`config.mk`:
```
export PLATFORM = sky130hd
export DESIGN_NAME = eased_value_animator_top
export DESIGN_NICKNAME = d
export VERILOG_FILES = /design/src/hdl/eva_pkg.sv /design/src/hdl/eased_value_animator_top.sv
export SDC_FILE = /design/constraint.sdc
export NUM_CORES = 2
export LEC_CHECK = 0
export ABC_CLOCK_PERIOD_IN_PS = 13250
export BUFFER_PORTS_ARGS = -buffer_cell sky130_fd_sc_hd__buf_2
export CORE_ASPECT_RATIO = 1.4
export CORE_MARGIN = 5
export CORE_UTILIZATION = 40
export CTS_CLUSTER_SIZE = 24
export DETAILED_ROUTE_END_ITERATION = 10
export PLACE_DENSITY = 0.63
export SLEW_MARGIN = 20
export SYNTH_ARGS = -nofsm -noshare
export SYNTH_HDL_FRONTEND = slang
export SYNTH_SLANG_ARGS = --single-unit
```
`constraint.sdc`:
```
create_clock -name clk_i -period 13.25 [get_ports clk_i]
set_clock_uncertainty 0.05 [all_clocks]
set_input_delay 1.9875 -clock clk_i [delete_from_list [all_inputs] [get_ports clk_i]]
set_output_delay 1.9875 -clock clk_i [all_outputs]
set_load 0.005 [all_outputs]
```
`src/hdl/eva_pkg.sv`:
```
package eva_pkg;

  // slot table
  localparam int SLOT_COUNT = 8;
  localparam int SLOT_W     = (SLOT_COUNT > 1) ? $clog2(SLOT_COUNT) : 1;

  // result bookkeeping per input beat
  localparam int MAX_RESULTS = 16;
  localparam int RES_CNT_W   = $clog2(MAX_RESULTS + 1);

  // fixed point of the easing curve: 1024 steps
  localparam int FRAC_W    = 10;
  localparam int DIV_STEPS = FRAC_W;
  localparam int DIV_CNT_W = $clog2(DIV_STEPS);
  localparam int ELAPSED_W = 17;

  typedef enum logic [1:0] {
    KIND_STARTED = 2'd0,
    KIND_FULL    = 2'd1,
    KIND_VALUE   = 2'd2,
    KIND_DONE    = 2'd3
  } kind_e;

  typedef enum logic [3:0] {
    ST_IDLE,
    ST_VAL,
    ST_ACK,
    ST_LOAD,
    ST_DIV,
    ST_EASE,
    ST_SCALE,
    ST_ADJ,
    ST_SVAL,
    ST_FIN,
    ST_FLUSH
  } state_e;

endpackage

```
`src/hdl/eased_value_animator_top.sv`:
```
// sequence: a start beat's first result passes the holding stage and output register; a tick beat takes
// a load step per free slot, and per running slot load, 10 divide, 3 scale and 2 report
// steps, per slot that finishes load and 2 report steps, plus a step to close the beat
// throughput: one beat at a time; the shared restoring divider makes one quotient bit
// per cycle, and report steps wait while the result side stalls
// reset: rst_ni clears the sequencer, busy flags and valids; slot data has no reset value
module eased_value_animator_top
  import eva_pkg::*;
(
  input  logic               clk_i,
  input  logic               rst_ni,
  // input channel
  input  logic               in_valid_i,
  output logic               in_stall_o,
  input  logic               func_i,
  input  logic [7:0]         target_tag_i,
  input  logic signed [15:0] start_value_i,
  input  logic signed [15:0] end_value_i,
  input  logic [15:0]        length_ms_i,
  input  logic               want_step_i,
  input  logic               want_done_i,
  input  logic [15:0]        tick_ms_i,
  // result channel
  output logic               out_valid_o,
  input  logic               out_stall_i,
  output logic [1:0]         kind_o,
  output logic [2:0]         slot_o,
  output logic [7:0]         tag_out_o,
  output logic signed [15:0] current_o,
  output logic               last_o
);

  // slot table, one read address (idx_q), small enough for flops
  logic [SLOT_COUNT-1:0]  busy_q;
  logic [7:0]             slot_tag_q    [SLOT_COUNT];
  logic signed [15:0]     slot_from_q   [SLOT_COUNT];
  logic signed [15:0]     slot_to_q     [SLOT_COUNT];
  logic [15:0]            slot_length_q [SLOT_COUNT];
  logic [ELAPSED_W-1:0]   slot_elapsed_q[SLOT_COUNT];
  logic [1:0]             slot_flags_q  [SLOT_COUNT];

  state_e state_q, state_d;

  logic [SLOT_W-1:0]    idx_q;
  logic [RES_CNT_W-1:0] res_cnt_q;

  // start beat context
  logic [7:0]         tag_q;
  logic signed [15:0] start_q;
  logic               full_q;

  // tick beat context
  logic [15:0]          tick_q;
  logic signed [15:0]   from_q;
  logic signed [15:0]   to_q;
  logic [15:0]          len_q;
  logic                 fin_q;
  logic [15:0]          rem_q;
  logic [FRAC_W-1:0]    quo_q;
  logic [DIV_CNT_W-1:0] cnt_q;
  logic [FRAC_W-1:0]    ease_q;
  logic signed [27:0]   prod_q;
  logic signed [15:0]   val_q;

  // one-deep holding stage: a result waits here until the next one or the end of
  // the beat tells whether it is the last
  logic               pend_v_q;
  kind_e              pend_kind_q;
  logic [2:0]         pend_slot_q;
  logic [7:0]         pend_tag_q;
  logic signed [15:0] pend_cur_q;

  // output register
  logic               out_v_q;
  kind_e              out_kind_q;
  logic [2:0]         out_slot_q;
  logic [7:0]         out_tag_q;
  logic signed [15:0] out_cur_q;
  logic               out_last_q;

  logic               acc;
  logic               out_free;
  logic               push_ok;
  logic               res_full;
  logic               emit_ok;
  logic               move;

  logic               free_found;
  logic [SLOT_W-1:0]  free_idx;
  logic               last_idx;
  logic [SLOT_W+2:0]  idx_ext;
  logic [2:0]         idx_slot;

  // combinational sequencer outputs
  logic               gen_want;
  logic               gen_v;
  kind_e              gen_kind;
  logic [2:0]         gen_slot;
  logic [7:0]         gen_tag;
  logic signed [15:0] gen_cur;
  logic               adv;
  logic               clr_busy;

  // datapath terms
  logic [ELAPSED_W:0]   el_sum;
  logic [ELAPSED_W-1:0] el_new;
  logic [16:0]          div_sh;
  logic                 div_ge;
  logic [11:0]          ease_cmp;
  logic [21:0]          ease_prod;
  logic signed [16:0]   delta;
  logic signed [10:0]   ease_s;
  logic signed [27:0]   prod_bias;
  logic signed [17:0]   quot;
  logic signed [17:0]   val_sum;

  assign acc        = in_valid_i && !in_stall_o;
  assign in_stall_o = (state_q != ST_IDLE);

  assign out_free = !out_v_q || !out_stall_i;
  assign push_ok  = !pend_v_q || out_free;
  assign res_full = (res_cnt_q >= RES_CNT_W'(MAX_RESULTS));
  // a report beyond the per-beat limit is dropped, the walk still goes on
  assign emit_ok  = push_ok || res_full;
  assign gen_v    = gen_want && push_ok && !res_full;
  assign move     = pend_v_q && out_free && (gen_v || (state_q == ST_FLUSH));

  assign last_idx = (idx_q == SLOT_W'(SLOT_COUNT - 1));
  assign idx_ext  = {3'b000, idx_q};
  assign idx_slot = idx_ext[2:0];

  // lowest free slot
  always_comb begin
    free_found = 1'b0;
    free_idx   = '0;
    for (int i = SLOT_COUNT - 1; i >= 0; i--) begin
      if (!busy_q[i]) begin
        free_found = 1'b1;
        free_idx   = SLOT_W'(i);
      end
    end
  end

  // elapsed update and finish test
  assign el_sum = {1'b0, slot_elapsed_q[idx_q]} + {{(ELAPSED_W - 15){1'b0}}, tick_q};
  assign el_new = el_sum[ELAPSED_W-1:0];

  // restoring divide step: elapsed * 1024 / length, one quotient bit per cycle
  assign div_sh = {rem_q, 1'b0};
  assign div_ge = (div_sh >= {1'b0, len_q});

  // e = p * (2048 - p) / 1024
  assign ease_cmp  = 12'd2048 - {2'b00, quo_q};
  assign ease_prod = {12'd0, quo_q} * {10'd0, ease_cmp};

  // (to - from) * e, then divide by 1024 rounding toward zero
  assign delta     = {to_q[15], to_q} - {from_q[15], from_q};
  assign ease_s    = {1'b0, ease_q};
  assign prod_bias = prod_q + (prod_q[27] ? 28'sd1023 : 28'sd0);
  assign quot      = prod_bias[27:FRAC_W];
  assign val_sum   = {{2{from_q[15]}}, from_q} + quot;

  // sequencer: next state and report generation
  always_comb begin
    state_d  = state_q;
    gen_want = 1'b0;
    gen_kind = KIND_VALUE;
    gen_slot = idx_slot;
    gen_tag  = slot_tag_q[idx_q];
    gen_cur  = '0;
    adv      = 1'b0;
    clr_busy = 1'b0;
    case (state_q)
      ST_IDLE: begin
        if (acc) begin
          if (func_i) begin
            state_d = ST_LOAD;
          end else if (free_found && want_step_i) begin
            state_d = ST_VAL;
          end else begin
            state_d = ST_ACK;
          end
        end
      end
      ST_VAL: begin
        gen_want = 1'b1;
        gen_kind = KIND_VALUE;
        gen_tag  = tag_q;
        gen_cur  = start_q;
        if (emit_ok) begin
          state_d = ST_ACK;
        end
      end
      ST_ACK: begin
        gen_want = 1'b1;
        gen_tag  = tag_q;
        if (full_q) begin
          gen_kind = KIND_FULL;
          gen_slot = 3'd0;
        end else begin
          gen_kind = KIND_STARTED;
        end
        if (emit_ok) begin
          state_d = ST_FLUSH;
        end
      end
      ST_LOAD: begin
        if (busy_q[idx_q]) begin
          if (el_new >= {1'b0, slot_length_q[idx_q]}) begin
            state_d = ST_SVAL;
          end else begin
            state_d = ST_DIV;
          end
        end else begin
          adv     = 1'b1;
          state_d = last_idx ? ST_FLUSH : ST_LOAD;
        end
      end
      ST_DIV: begin
        if (cnt_q == DIV_CNT_W'(DIV_STEPS - 1)) begin
          state_d = ST_EASE;
        end
      end
      ST_EASE: begin
        state_d = ST_SCALE;
      end
      ST_SCALE: begin
        state_d = ST_ADJ;
      end
      ST_ADJ: begin
        state_d = ST_SVAL;
      end
      ST_SVAL: begin
        if (slot_flags_q[idx_q][0]) begin
          gen_want = 1'b1;
          gen_kind = KIND_VALUE;
          gen_cur  = val_q;
          if (emit_ok) begin
            state_d = ST_FIN;
          end
        end else begin
          state_d = ST_FIN;
        end
      end
      ST_FIN: begin
        gen_kind = KIND_DONE;
        if (fin_q && slot_flags_q[idx_q][1]) begin
          gen_want = 1'b1;
        end
        if (!gen_want || emit_ok) begin
          clr_busy = fin_q;
          adv      = 1'b1;
          state_d  = last_idx ? ST_FLUSH : ST_LOAD;
        end
      end
      ST_FLUSH: begin
        if (!pend_v_q || out_free) begin
          state_d = ST_IDLE;
        end
      end
      default: begin
        state_d = ST_IDLE;
      end
    endcase
  end

  always_ff @(posedge clk_i or negedge rst_ni) begin
    if (!rst_ni) begin
      state_q <= ST_IDLE;
    end else begin
      state_q <= state_d;
    end
  end

  // control registers
  always_ff @(posedge clk_i or negedge rst_ni) begin
    if (!rst_ni) begin
      busy_q    <= '0;
      idx_q     <= '0;
      res_cnt_q <= '0;
      pend_v_q  <= 1'b0;
      out_v_q   <= 1'b0;
    end else begin
      if (acc) begin
        res_cnt_q <= '0;
        idx_q     <= func_i ? '0 : free_idx;
        if (!func_i && free_found) begin
          busy_q[free_idx] <= 1'b1;
        end
      end else if (gen_v) begin
        res_cnt_q <= res_cnt_q + RES_CNT_W'(1);
      end
      if (clr_busy) begin
        busy_q[idx_q] <= 1'b0;
      end
      if (adv && !last_idx) begin
        idx_q <= idx_q + SLOT_W'(1);
      end
      if (gen_v) begin
        pend_v_q <= 1'b1;
      end else if (move) begin
        pend_v_q <= 1'b0;
      end
      if (move) begin
        out_v_q <= 1'b1;
      end else if (!out_stall_i) begin
        out_v_q <= 1'b0;
      end
    end
  end

  // slot table writes
  always_ff @(posedge clk_i) begin
    if (acc && !func_i && free_found) begin
      slot_tag_q[free_idx]     <= target_tag_i;
      slot_from_q[free_idx]    <= start_value_i;
      slot_to_q[free_idx]      <= end_value_i;
      slot_length_q[free_idx]  <= length_ms_i;
      slot_elapsed_q[free_idx] <= '0;
      slot_flags_q[free_idx]   <= {want_done_i, want_step_i};
    end
    if (state_q == ST_LOAD && busy_q[idx_q]) begin
      slot_elapsed_q[idx_q] <= el_new;
    end
  end

  // working registers of the shared datapath
  always_ff @(posedge clk_i) begin
    if (acc) begin
      tag_q   <= target_tag_i;
      start_q <= start_value_i;
      full_q  <= !free_found;
      tick_q  <= tick_ms_i;
    end
    case (state_q)
      ST_LOAD: begin
        from_q <= slot_from_q[idx_q];
        to_q   <= slot_to_q[idx_q];
        len_q  <= slot_length_q[idx_q];
        val_q  <= slot_to_q[idx_q];
        fin_q  <= (el_new >= {1'b0, slot_length_q[idx_q]});
        rem_q  <= el_new[15:0];
        quo_q  <= '0;
        cnt_q  <= '0;
      end
      ST_DIV: begin
        rem_q <= div_ge ? 16'(div_sh - {1'b0, len_q}) : div_sh[15:0];
        quo_q <= {quo_q[FRAC_W-2:0], div_ge};
        cnt_q <= cnt_q + DIV_CNT_W'(1);
      end
      ST_EASE: begin
        ease_q <= ease_prod[2*FRAC_W-1:FRAC_W];
      end
      ST_SCALE: begin
        prod_q <= 28'(delta) * 28'(ease_s);
      end
      ST_ADJ: begin
        val_q <= val_sum[15:0];
      end
      default: begin
      end
    endcase
  end

  // holding stage and output register payload
  always_ff @(posedge clk_i) begin
    if (move) begin
      out_kind_q <= pend_kind_q;
      out_slot_q <= pend_slot_q;
      out_tag_q  <= pend_tag_q;
      out_cur_q  <= pend_cur_q;
      out_last_q <= (state_q == ST_FLUSH);
    end
    if (gen_v) begin
      pend_kind_q <= gen_kind;
      pend_slot_q <= gen_slot;
      pend_tag_q  <= gen_tag;
      pend_cur_q  <= gen_cur;
    end
  end

  assign out_valid_o = out_v_q;
  assign kind_o      = out_kind_q;
  assign slot_o      = out_slot_q;
  assign tag_out_o   = out_tag_q;
  assign current_o   = out_cur_q;
  assign last_o      = out_last_q;

`ifndef ASSERT_OFF
  // slot ownership only changes while a beat is being worked on
  a_busy_idle: assert property (@(posedge clk_i) disable iff (!rst_ni)
    (state_q == ST_IDLE && !acc) |=> $stable(busy_q))
    else $error("busy flags changed while idle");

  // the holding stage is drained before a new beat is taken
  a_pend_idle: assert property (@(posedge clk_i) disable iff (!rst_ni)
    state_q == ST_IDLE |-> !pend_v_q)
    else $error("result left in holding stage");

  // divider remainder stays below the divisor
  a_div_rem: assert property (@(posedge clk_i) disable iff (!rst_ni)
    state_q == ST_EASE |-> rem_q < len_q)
    else $error("divider remainder out of range");

  // report count never exceeds the per-beat limit
  a_res_cnt: assert property (@(posedge clk_i) disable iff (!rst_ni)
    res_cnt_q <= RES_CNT_W'(MAX_RESULTS))
    else $error("too many reports");
`endif

endmodule

```
== Yosys cells after proc, flatten, opt, wreduce, memory -nomap -nowiden ==
Memory sizes are Yosys's and may differ from the RTL's. A register that Yosys moved wholly into a read port is not among the register bits.
Index checks and enable logic that the tools add are counted.

* Register bits: 239
* Memory bits (writable): 600
* Input bits: 79
* Output and inout port bits: 32
* Logic and storage cells: 190
* Memories kept: 6

* Add/sub/neg operators: 9
* Multiply operators: 2
* Magnitude comparators: 7
* Eq/ne operators: 20
* Muxes and demuxes: 77
* Bitwise operators: 3
* Reduce and logical (&&, ||, !) cells: 38

{| class="wikitable"
|+ Memory list
! name !! words !! width !! rd ports !! clocked after Yosys merged registers in !! wr ports !! RTL line !! text
|-
| slot_elapsed_q || 8 || 17 || 1 || 0 || 1 || eased_value_animator_top.sv:39 || <nowiki>logic [ELAPSED_W-1:0] slot_elapsed_q[SLOT_COUNT];</nowiki>
|-
| slot_from_q || 8 || 16 || 1 || 1 || 1 || eased_value_animator_top.sv:36 || <nowiki>logic signed [15:0] slot_from_q [SLOT_COUNT];</nowiki>
|-
| slot_length_q || 8 || 16 || 1 || 0 || 1 || eased_value_animator_top.sv:38 || <nowiki>logic [15:0] slot_length_q [SLOT_COUNT];</nowiki>
|-
| slot_to_q || 8 || 16 || 1 || 0 || 1 || eased_value_animator_top.sv:37 || <nowiki>logic signed [15:0] slot_to_q [SLOT_COUNT];</nowiki>
|-
| slot_tag_q || 8 || 8 || 1 || 0 || 1 || eased_value_animator_top.sv:35 || <nowiki>logic [7:0] slot_tag_q [SLOT_COUNT];</nowiki>
|-
| slot_flags_q || 8 || 2 || 1 || 0 || 1 || eased_value_animator_top.sv:40 || <nowiki>logic [1:0] slot_flags_q [SLOT_COUNT];</nowiki>
|}

{| class="wikitable"
|+ Operators with widths
! kind !! count
|-
| one-hot mux 16 bit (2 select lines) || 3
|-
| 2-to-1 mux 4 bit || 11
|-
| one-hot mux 4 bit (11 select lines) || 1
|-
| 2-to-1 mux 3 bit || 14
|-
| >= comparator 17 x 16 -> 1 bit || 2
|-
| 2-to-1 mux 16 bit || 2
|-
| 2-to-1 mux 8 bit || 4
|-
| multiplier 17 x 11 -> 28 bit || 1
|-
| 2-to-1 mux 1 bit || 28
|-
| adder 26 x 11 -> 26 bit || 1
|-
| multiplier 10 x 12 -> 20 bit || 1
|-
| one-hot mux 10 bit (2 select lines) || 1
|-
| adder 17 x 16 -> 17 bit || 1
|-
| 2-to-1 mux 17 bit || 1
|-
| OR reduction 17 bit || 1
|-
| subtractor 16 x 16 -> 17 bit || 1
|-
| adder 16 bit || 1
|-
| == test 4 x 3 -> 1 bit, second input constant || 4
|-
| == test 4 bit, second input constant || 4
|-
| subtractor 16 bit || 1
|-
| logical AND 1 bit || 14
|-
| != test 2 bit, second input constant || 6
|-
| subtractor 12 x 10 -> 12 bit, first input constant || 1
|-
| 2-to-1 mux 10 bit || 1
|-
| 29 further kinds || 51
|}

== Logic depth before layout (Yosys ltp) ==
* Word-level depth: 17
* Depth in mapped cells: 30
* Depth with buffers taken out: 30

== Least setup slack after synthesis ==
OpenSTA, ideal clock, no wires.

* Kind: input to register
* From: input in_valid_i
* To: memory slot_flags_q[2][0], enable pin
* Library setup time: 0.623 ns
* Arrival: 7.743 ns
* Required time: 12.577 ns
* Setup slack: 4.833 ns
* Stages: 2
* Buffers on the path: 0
* Cells stage by stage: nand3_1 nor4_1

* Cells in the longest elaborated chain, start to end: 5

{| class="wikitable"
|+ RTL lines
! element !! RTL line !! text
|-
| from (decl) || eased_value_animator_top.sv:13 || <nowiki>input logic in_valid_i,</nowiki>
|-
| logical AND 1 bit || eased_value_animator_top.sv:117 || <nowiki>assign acc = in_valid_i && !in_stall_o;</nowiki>
|-
| logical AND 1 bit (2 in a row) || eased_value_animator_top.sv:314 || <nowiki>if (acc && !func_i && free_found) begin</nowiki>
|-
| 2-to-1 mux 1 bit || eased_value_animator_top.sv:314 ||
|-
| 2-to-1 mux 1 bit (not written as such) || eased_value_animator_top.sv:320 || <nowiki>slot_flags_q[free_idx] <= {want_done_i, want_step_i};</nowiki>
|-
| to (decl) || eased_value_animator_top.sv:40 ||
|}

No other way between the ends.

== Worst setup path after layout ==
* From: register from_q[0], read port of slot_from_q
* To: register prod_q[23] (data pin)

* Cells in the longest elaborated chain, start to end: 2

{| class="wikitable"
|+ RTL lines
! element !! RTL line !! text
|-
| from (decl) || eased_value_animator_top.sv:54 || <nowiki>logic signed [15:0] from_q;</nowiki>
|-
| subtractor 16 x 16 -> 17 bit || eased_value_animator_top.sv:157 || <nowiki>assign delta = {to_q[15], to_q} - {from_q[15], from_q};</nowiki>
|-
| multiplier 17 x 11 -> 28 bit || eased_value_animator_top.sv:355 || <nowiki>prod_q <= 28'(delta) * 28'(ease_s);</nowiki>
|-
| to (signal assigned) || eased_value_animator_top.sv:355 ||
|-
| to (decl) || eased_value_animator_top.sv:62 || <nowiki>logic signed [27:0] prod_q;</nowiki>
|}

No other way between the ends.
A chain may end at the register's enable or synchronous reset.

==> flow_summary.yaml <==
setup_path:
  slowest_stage: "xnor2_1"
  worst-setup-path-type: "register to register"
  critPathMaxStageDelay_ns: 0.69
  cp-start-kind: "register"
  crit_family: "adder cells"
  crit_top_cell: "fa_1"
  path_buf_inv: 3
  cp.required_ns: 13.60
  worst_setup_path_end_kind: "register"
  crit_fanout: 10
  critPathArrivalTime_ns: 8.21
  r2r_slack_ns: 5.39
clock_network:
  cts_sinks: 854
  cts_resized: 0
  ctsLongestPathBuffers: 3
  clk_pin_slew_ns: 0.07
  hold_buffers: 0
  post_cts_buffers: 0
  ctsHtreeMaxLevel: 3
  clock_latency_ns: 0.65
  clockRootBuffer: "clkbuf_16"
  cts_made_buffers: 81
  cts_tree: "done"
cells_and_area:
  fill_cells: 9917
  layout.nets: 3985
  finalCoreUtilization: 0.448
  seqCellArea_mm2: 0.0255
  multi_input_area_mm2: 0.0174
  drive_above_1_share: 0.104
  final_cells: 5000
  area_growth_pct: 11.8
drt:
  drt_first_iter_violations: 2443
  vias: 27200
  routed_wl_um: 115000
  vias_per_cell: 5.45
  drtPass1Iterations: 6
  drcViolationCount: 0
  wl_per_cell_um: 23.0
  antenna_left: 0
floorplanning:
  fp.dieH_um: 405
  die_width_um: 292
  rows: 145
  die_area_mm2: 0.118
  core_area_mm2: 0.111
  initial_core_util: 0.401
  ioPinCount: 111
sta:
  setup_viol: 0
  drv_slew: 0
  rsz0062_at_grt: "no"
  fmaxAchievable_mhz: 127
  fin_hold_ws_ns: 0.369
  tightest_slew_ns: 1.00
  setup_tns_ns: 0
  relSlewSlack: 0.328
  period_needed_ns: 7.86
  fin_crit_sh: 0.593
  hold_viol_final: 0
synthesis:
  synth_seq_cells: 854
  synth.area.top_cells: "edfxtp_1 (56%), fa_1 (10%), ha_1 (6.0%)"
  synth_area_mm2: 0.0446
  yosys.area.top_type_share: 0.560
  yosys.area.top_type: "edfxtp_1"
  syn-instance-count: 3321
  synth_cell_types: 84
  yosysSeqAreaShare: 0.573
  ys_warn_count: 0
  yosys-top-cells-count: "edfxtp_1 (832), inv_1 (351), fa_1 (233)"
  syn_avg_cell_area_um2: 13.4
  synth-edff-count: 832
  synthArstFlopShare: 0.0258
  synth_top_flop_cell: "edfxtp_1"
  yosysMostFrequentCell: "edfxtp_1"
placed_design:
  dp_hpwl_um: 77000
  placed_cells: 4845
  gp_congestion: 0.855
  io_buffer_count: 110
grt:
  grt_pass1_vias: 28100
  antenna_found_initial: 27
  grt_pass1_wl_um: 174000
  track_usage: 0.193
  gr-total-overflow: 0
  grt_max_degree: 57
status:
  status: "finished, final reports clean"
worst_hold_path:
  hold_class: "register to register"
flow_run:
  maxCapViolCount: 0
-- sequential cells by signal (all words and copies together), names as in the netlist, 10 cells and up --
signal,cells
start_q,16
to_q,16
current_o,16
slot_to_q,128
slot_flags_q,16
quo_q,10
slot_elapsed_q,136
slot_tag_q,64
tick_q,16
rem_q,16
len_q,16
from_q,16
val_q,16
prod_q,27
pend_cur_q,16
ease_q,10
slot_length_q,128
slot_from_q,128
-- final timing paths --
kind | start | to | cells past startpoint
max | from_q[0] | prod_q[23] | 26
min | pend_tag_q[1] | tag_out_o[1] | 0
max reg2reg | from_q[0] | prod_q[23] | 26
min reg2reg | pend_tag_q[1] | tag_out_o[1] | 0
max in group asynchronous | rst_ni | idx_q[2] | 1
min in group asynchronous | rst_ni | res_cnt_q[1] | 1
-- through the flow --
stage	cell area [µm²]	setup slack (ns)
3_5_place_dp	47100	5.40
3_3_place_gp	47100	5.56
5_1_grt	49800	5.00
6_report	49800	5.39
2_1_floorplan	44600	4.83
4_1_cts	49800	5.39
-- area by class of cell --
| type | count | share of cell area |
|---|---|---|
| clock inverter | 51 | 0.0117 |
| antenna | 9 | 0.000452 |
| timing repair buffer | 169 | 0.0202 |
| multi-input combinational | 2000 | 0.350 |
| inverter | 352 | 0.0265 |
| tap | 1470 | 0.0369 |
| sequential | 854 | 0.512 |
| clock buffer | 95 | 0.0421 |
-- per-layer routing --
| layer | vias up | track usage | wire [µm] |
|---|---|---|---|
| li1 | 12400 | - | - |
| met1 | 13900 | 0.235 | 44900 |
| met2 | 715 | 0.342 | 59300 |
| met3 | 235 | 0.0358 | 6380 |
| met4 | 18 | 0.0707 | 4260 |
| met5 | - | 0 | 107 |
-- worst reg2reg max path: stages (launching register included) --
cell and delay, ns:
edfxtp_1 0.40, ha_1 0.25, fa_1 0.43, nor2b_1 0.13, o21a_1 0.14, o21ai_0 0.14
a211o_1 0.32, nand3_1 0.13, nand2_1 0.10, xnor2_1 0.69, nand2_1 0.18, fa_1 0.54
inv_1 0.05, fa_1 0.48, fa_1 0.54, fa_1 0.51, inv_1 0.05, fa_1 0.47
inv_1 0.04, ha_1 0.21, or2_2 0.31, a211o_1 0.28, o21ba_2 0.24, o41a_1 0.41
a21oi_1 0.22, o21ai_0 0.15, xnor2_1 0.16
-- cells by family after synthesis --
logic type | after synthesis | synth area share
adders and majority gates | 448 | 0.165
and+or+nand+nor | 769 | 0.0866
other | 2 | 0.000168
DFF | 854 | 0.573
muxes | 58 | 0.0151
AOI/OAI and AO/OA | 614 | 0.0992
xor gates and xnor gates | 103 | 0.0202
buffers and inverters | 473 | 0.0410
-- placed cells by master (no fill, tap or decap), types with 82 or more instances in the layout --
cell type,count
inv_1,350
nand2_1,199
a21oi_1,85
ha_1,215
edfxtp_1,832
buf_2,110
a22oi_1,170
clkbuf_16,82
and2_1,85
fa_1,233
nor2_1,164
Power is not shown: default switching activity piles up to over one toggle a cycle in this logic, so the estimate is an artifact.
